### src/sv/mkd_pkg.sv
// Shared constants, types and helpers of the multi-key debounce unit.
// No dependencies; used by every module of the block by scoped name.
package mkd_pkg;

  // Default geometry
  localparam int NUM_KEYS_DEF     = 3;
  localparam int SAMPLE_DEPTH_DEF = 4;

  // Hold counter of key zero
  localparam int              HOLD_W             = 16;
  localparam logic [HOLD_W-1:0] HOLD_THRESHOLD_RST = 16'd1000;
  localparam logic [HOLD_W-1:0] HOLD_MAX           = 16'hFFFF;

  // Per-key status handed from a key lane to the top level
  typedef struct packed {
    logic all_low;   // history after this tick is all pressed
    logic all_high;  // history after this tick is all released
    logic stable;    // debounced level after this tick, 0 means pressed
    logic pressed;   // stable level fell on this tick
  } key_stat_t;

  // Round a bit count up to whole bytes
  function automatic int byte_pad(input int bits);
    return ((bits + 7) / 8) * 8;
  endfunction

endpackage

### src/sv/mkd_key.sv
// One key lane: sample history shift register and debounced level.
// Depends on mkd_pkg for the key status struct.
module mkd_key #(
  parameter int SAMPLE_DEPTH = mkd_pkg::SAMPLE_DEPTH_DEF
) (
  input  logic               clk,
  input  logic               rst,
  input  logic               advance,
  input  logic               raw,
  output mkd_pkg::key_stat_t stat
);

  logic [SAMPLE_DEPTH-1:0] history;
  logic [SAMPLE_DEPTH-1:0] history_next;
  logic                    stable;
  logic                    stable_next;

  // Shift in the new sample and decide the debounced level
  always_comb begin
    history_next = {history[SAMPLE_DEPTH-2:0], raw};
    stat.all_low  = (history_next == '0);
    stat.all_high = &history_next;
    if (stat.all_low) begin
      stable_next = 1'b0;
    end else if (stat.all_high) begin
      stable_next = 1'b1;
    end else begin
      stable_next = stable;
    end
    stat.stable  = stable_next;
    stat.pressed = stable & ~stable_next;
  end

  // Advance the lane once per accepted word
  always_ff @(posedge clk) begin
    if (rst) begin
      history <= '1;
      stable  <= 1'b1;
    end else if (advance) begin
      history <= history_next;
      stable  <= stable_next;
    end
  end

endmodule

### src/sv/multi_key_debounce_long_press_unit.sv
// A result word is registered; it is valid on the cycle after its scan word is taken.
// Throughput: one scan word per cycle; the single output register refills in
// the cycle it is drained, so only a stalled output holds back the input.
// Reset (rst, synchronous, active high): histories all released, levels
// released, hold count zero, hold threshold 1000, output register empty.
// Top level with key lanes, key-zero hold counter; uses mkd_pkg and mkd_key.
module multi_key_debounce_long_press_unit #(
  parameter int NUM_KEYS     = mkd_pkg::NUM_KEYS_DEF,
  parameter int SAMPLE_DEPTH = mkd_pkg::SAMPLE_DEPTH_DEF
) (
  input  logic                                          clk,
  input  logic                                          rst,
  // scan words
  input  logic                                          s_tvalid,
  output logic                                          s_tready,
  input  logic [mkd_pkg::byte_pad(NUM_KEYS)-1:0]        s_tdata,  // raw_keys
  // result words
  output logic                                          m_tvalid,
  input  logic                                          m_tready,
  // press_events, stable_levels, long_press
  output logic [mkd_pkg::byte_pad(2*NUM_KEYS+1)-1:0]    m_tdata,
  // hold threshold writes
  input  logic                                          cfg_valid,
  output logic                                          cfg_ready,
  input  logic [mkd_pkg::HOLD_W-1:0]                    cfg_data
);

  localparam int OUT_W = mkd_pkg::byte_pad(2*NUM_KEYS+1);

  logic                          advance;
  logic [NUM_KEYS-1:0]           raw;
  mkd_pkg::key_stat_t            stat [NUM_KEYS];
  logic [mkd_pkg::HOLD_W-1:0]    hold_threshold;
  logic [mkd_pkg::HOLD_W-1:0]    thr_eff;
  logic [mkd_pkg::HOLD_W-1:0]    hold_count;
  logic [mkd_pkg::HOLD_W-1:0]    hold_upd;
  logic [mkd_pkg::HOLD_W-1:0]    hold_count_next;
  logic                          pulse;
  logic [OUT_W-1:0]              out_word_next;
  logic                          out_valid;
  logic [OUT_W-1:0]              out_word;

  assign advance   = s_tvalid & s_tready;
  assign s_tready  = ~out_valid | m_tready;
  assign cfg_ready = 1'b1;
  assign raw       = s_tdata[NUM_KEYS-1:0];

  // One debounce lane per key
  for (genvar k = 0; k < NUM_KEYS; k++) begin : g_key
    mkd_key #(.SAMPLE_DEPTH(SAMPLE_DEPTH)) u_key (
      .clk     (clk),
      .rst     (rst),
      .advance (advance),
      .raw     (raw[k]),
      .stat    (stat[k])
    );
  end

  // Hold counter of key zero and long-press decision
  always_comb begin
    if (stat[0].all_low) begin
      hold_upd = (hold_count == mkd_pkg::HOLD_MAX) ? hold_count
                                                   : hold_count + 1'b1;
    end else if (stat[0].all_high) begin
      hold_upd = '0;
    end else begin
      hold_upd = hold_count;
    end
    thr_eff         = (hold_threshold == '0) ? {{(mkd_pkg::HOLD_W-1){1'b0}}, 1'b1}
                                             : hold_threshold;
    pulse           = (hold_upd >= thr_eff);
    hold_count_next = pulse ? '0 : hold_upd;
  end

  // Pack the result word
  always_comb begin
    out_word_next = '0;
    for (int k = 0; k < NUM_KEYS; k++) begin
      out_word_next[k]            = stat[k].pressed;
      out_word_next[NUM_KEYS + k] = stat[k].stable;
    end
    out_word_next[2*NUM_KEYS] = pulse;
  end

  // Hold threshold register
  always_ff @(posedge clk) begin
    if (rst) begin
      hold_threshold <= mkd_pkg::HOLD_THRESHOLD_RST;
    end else if (cfg_valid && cfg_ready) begin
      hold_threshold <= cfg_data;
    end
  end

  // Advance the hold count with each scan word
  always_ff @(posedge clk) begin
    if (rst) begin
      hold_count <= '0;
    end else if (advance) begin
      hold_count <= hold_count_next;
    end
  end

  // Output register: load on accept, drop when taken
  always_ff @(posedge clk) begin
    if (rst) begin
      out_valid <= 1'b0;
    end else if (advance) begin
      out_valid <= 1'b1;
    end else if (m_tready) begin
      out_valid <= 1'b0;
    end
  end

  always_ff @(posedge clk) begin
    if (advance) begin
      out_word <= out_word_next;
    end
  end

  assign m_tvalid = out_valid;
  assign m_tdata  = out_word;

endmodule

### config.mk
export PLATFORM = sky130hd
export DESIGN_NAME = multi_key_debounce_long_press_unit
export DESIGN_NICKNAME = d
export VERILOG_FILES = /design/src/sv/mkd_pkg.sv /design/src/sv/mkd_key.sv /design/src/sv/multi_key_debounce_long_press_unit.sv
export SDC_FILE = /design/constraint.sdc
export NUM_CORES = 1
export LEC_CHECK = 0
export BUFFER_PORTS_ARGS = -buffer_cell sky130_fd_sc_hd__buf_2
export CAP_MARGIN = 15
export CORE_UTILIZATION = 52
export DETAILED_ROUTE_END_ITERATION = 12
export PLACE_DENSITY = 0.81
export SYNTH_ARGS = -nofsm -noshare
export SYNTH_HDL_FRONTEND = slang
export SYNTH_HIERARCHICAL = 1
export SYNTH_SLANG_ARGS = --single-unit
### constraint.sdc
create_clock -name clk -period 3.35 [get_ports clk]
set_input_delay 0.335 -clock clk [delete_from_list [all_inputs] [get_ports clk]]
set_output_delay 0.335 -clock clk [all_outputs]
set_load 0.02 [all_outputs]
* After elaboration in Yosys (flattened, before gate mapping)
Index checks and enable logic that the tools add are counted.
Widths: inputs -> output; s select.
** Word-level totals
- Input port bits :: 29
- Logic and storage cells :: 43
- Register bits :: 52
- Output and inout port bits :: 11
** Cells by class
- Add/subtract/negate cells :: 1
- Mux-type cells :: 13
- Bitwise operators :: 9
- Equality and inequality tests :: 1
- $lt $le $gt $ge :: 1
- Reductions and logical operators :: 8
** Operators with widths (number)
- $mux 16 :: 5
- $add 16x1->16 const B :: 1
- $eq 16x16->1 const B :: 1
- $ge 16x16->1 :: 1
- $logic_not 16->1 :: 1
- $logic_not 4->1 :: 3
- $reduce_and 4->1 :: 3
- $mux 1 :: 8
- $and 1x1->1 :: 4
- $not 1->1 :: 4
- $reduce_bool 2->1 :: 1
- $or 1x1->1 :: 1

* Logic depth before layout (Yosys ltp)
- Depth in word-level cells :: 5
- Gate-level depth with buffers :: 15
- Mapped depth without buffers :: 14

* Cells and area by module
The synthesis kept the hierarchy.
** Modules (own cells, without submodules)
- multi_key_debounce_long_press_unit :: cells an instance 248, area each 2337.2 um^2, instances 1, seq. area each 870.8 um^2
- mkd_key :: cells an instance 25, area each 211.5 um^2, instances 3, seq. area each 80.1 um^2

* Worst setup path after synthesis
Ideal clock, no wire load.
- Kind :: input to register
- Start :: in s_tdata[0] (netlist name)
- End :: reg hold_count[5] (netlist name)
- Required time :: 3.228 ns
- Stages :: 15
- Path buffers :: 1
- Arrival :: 3.276 ns
- Path slack :: -0.049 ns
- Cells stage by stage :: or3_4 > nor2_1 > buf_2 > and3_4 > and3_4 > o211a_1 > nand4_1 > mux2i_1 > ha_1 > nand4_1 > or3_1 > o41ai_4 > nor4_4 > a22oi_1 > o21ai_1
** RTL lines
- from (decl) :: line multi_key_debounce_long_press_unit.sv:16 : input logic [mkd_pkg::byte_pad(NUM_KEYS)-1:0] s_tdata,
- to (signal assigned) :: line multi_key_debounce_long_press_unit.sv:99 : hold_count <= hold_count_next;
- to (decl) :: line multi_key_debounce_long_press_unit.sv:35 : logic [mkd_pkg::HOLD_W-1:0] hold_count;

==> impl_metrics.toml <==
[worst_setup_path]
crit_path_start = "g_key[0].u_key/history[1]"
setup.worst_path.class = "flop to flop"
critical_path.reg2reg.startpoint = "g_key[0].u_key/history[1]"
critical_path.reg2reg.endpoint = "hold_count[8]"
worst-path-max-fanout = 7
cp.required_ps = 3550
crit_path_start_kind = "flop"
critical_path_arrival_ps = 3720
endpoint = "hold_count[8]"
ff_to_ff_setup_slack_ps = -170
r2r_cells = 15
crit_path_end_kind = "flop"

[place]
dpl_ws_ps = -380
dp_hpwl_microns = 5280
place.port_buffers = 32
routability_congestion_estimate_from_global_placement = 0.856

[floorplan]
dieHeight_microns = 77.4
fp.dieArea_sq_um = 5990
initial_utilization_pct = 53.7
design.core.area_sq_um = 5510
placement_rows = 27
top_level_port_count = 40
floorplan.die.width_microns = 77.4

[detailed_routing]
drtAntennaViolNets = 0
wirelength_met1_microns = 3090
drt-wirelength-per-cell_microns = 15.5
route.met3.wl_microns = 282
drt_first_pass_iters = 5
maxUsedRoutingLayer = "met4"
routed-wl-met2_microns = 3660
drc = 0
viasPerCell = 5.72
wirelength_microns = 7320
routed-via-count = 2698
drt_first_iter_violations = 166

[timing]
minimum_period_implied_by_the_final_worst_setup_slack_ps = 3520
report.final.hold_viol_count = 0
slew_headroom_pct = 56.5
timing_worst_slew_pin_value_ps = 650
rsz_0062_raised_after_global_routing = "true"
finalCritPeriodShare_pct = 105
setup_slack_ps = -172
final.setup_skew_ps = 5.27
holdWs_ps = 232
final-max-slew-violation-count = 0
final-setup-viol-count = 15
maxClockFrequency_mhz = 284

[synthesis]
post_synth_instance_area_sq_um = 2960
mappedNetlistNets = 365
synth_warnings = 6
syn-mean-instance-area_sq_um = 9.27
syn-instance-count = 319

[global_routing]
grt_start_max_net_pins = 26
grt_antenna_before_repair = 0
grt_usage_pct = 26.0
grt_pass1_vias = 2638
total_global_routing_overflow = 0
global_route_wire_length_before_repair_microns = 12100

[power_and_ir_drop]
power_leakage_nw = 1.70
power_density_nw_per_um2 = 332
total_power_mw = 1.23
worst_ir_drop_vdd_uv = 401

[clock_tree]
max-clock-path-buffers = 2
h-tree-depth = 2
cts.sink_count = 52
skew_pair_late_insertion_delay_ps = 310
cts_buffers = 5
cts.clk_slew.worst_paths_ps = 90
clock-root-buffer = "clkbuf_8"
tritoncts = "yes"
cts_hold_repair.buffers = 0

[outcome]
outcome = "finished, violations left"
failed_checks = "negative setup slack"

[hold_path]
worst_hold_path_type = "primary input to flop"
holdCritStartpoint = "cfg_data[7]"

[cells_and_area]
proportion_of_layout_cells_with_a_drive_suffix_above_1_pct = 31.3
insertedDiodeCount = 0
num-nets-final = 445
area.growth.synth_to_final_pct = 25.1

[job]
drv_cap = 0
## how the worst min path moves through the flow
stage	slack, ps	to	cells past startpoint
floorplan	440	hold_count[7]	2
finish	230	hold_threshold[7]	3
CTS	230	hold_threshold[7]	3
global route	230	hold_threshold[7]	3
global placement	460	hold_count[7]	2
detailed placement	460	hold_count[7]	2
## layout make-up
cell class / instances / area, sq um
clock buffers: 8 / 101
well taps: 72 / 90.1
inverters: 29 / 109
multi-input cells: 226 / 1720
repair buffers: 85 / 562
flip-flops and latches: 52 / 1110
fillers: 415 / 1810
## state kept, by name (all words and copies together) (netlist names)
| name | cells |
|---|---|
| g_key.u_key/history | 9 |
| g_key.u_key/stable | 3 |
| hold_count | 16 |
| hold_threshold | 16 |
| m_tdata | 7 |
| m_tvalid | 1 |
## where the power goes
part | internal, mW | switching [mW]
clock network | 0.194 | 0.209
logic | 0.0601 | 0.0938
registers | 0.653 | 0.0161
## repair_timing
| item | in CTS | in global routing |
|---|---|---|
| setup endpoints to repair | 17 | 17 |
| setup buffers | 6 | 1 |
| pin swaps | 12 | 0 |
| hold endpoints to repair | 0 | 0 |
| resized for setup | 8 | 1 |
## cell usage in the layout (no fill, tap or decap), drive strengths merged, types with 9 or more instances in the layout
cell,instances
a21oi,15
buf,85
dfxtp,45
ha,17
inv,28
mux2i,18
nand2,31
nand2b,9
nand3,11
nor2,27
nor3,9
o211ai,14
## per-stage QoR
stage / utilization, % / cell area (sq um) / instances / setup TNS, ps
after global placement: 63.5 / 3500 / 458 / -3660
after global routing: 67.1 / 3700 / 472 / -3960
final: 67.1 / 3700 / 472 / -1370
after detailed placement: 63.5 / 3500 / 458 / -5090
after CTS: 66.9 / 3680 / 471 / -922
after floorplan: - / 2960 / 319 / -23.9
## worst max-delay path, stage by stage, from the launching register on
cell      delay, ps
dfxtp_1         320
or3_4           380
nor2_4          100
and3_4          210
and3_4          210
a21boi_4        220
nand3_2          90
mux2i_1         140
ha_1            310
nand4_1         120
or3_4           420
o41ai_4         330
buf_4           190
nor3_4           60
a22oi_1         220
nor2_1           80
## layer usage
metal	global-route usage (%)	up-vias
met5	0	-
met2	45.0	64
met3	4.82	23
met4	13.4	0
met1	30.3	1293
li1	-	1318
Power figures use the tool's default switching activity.
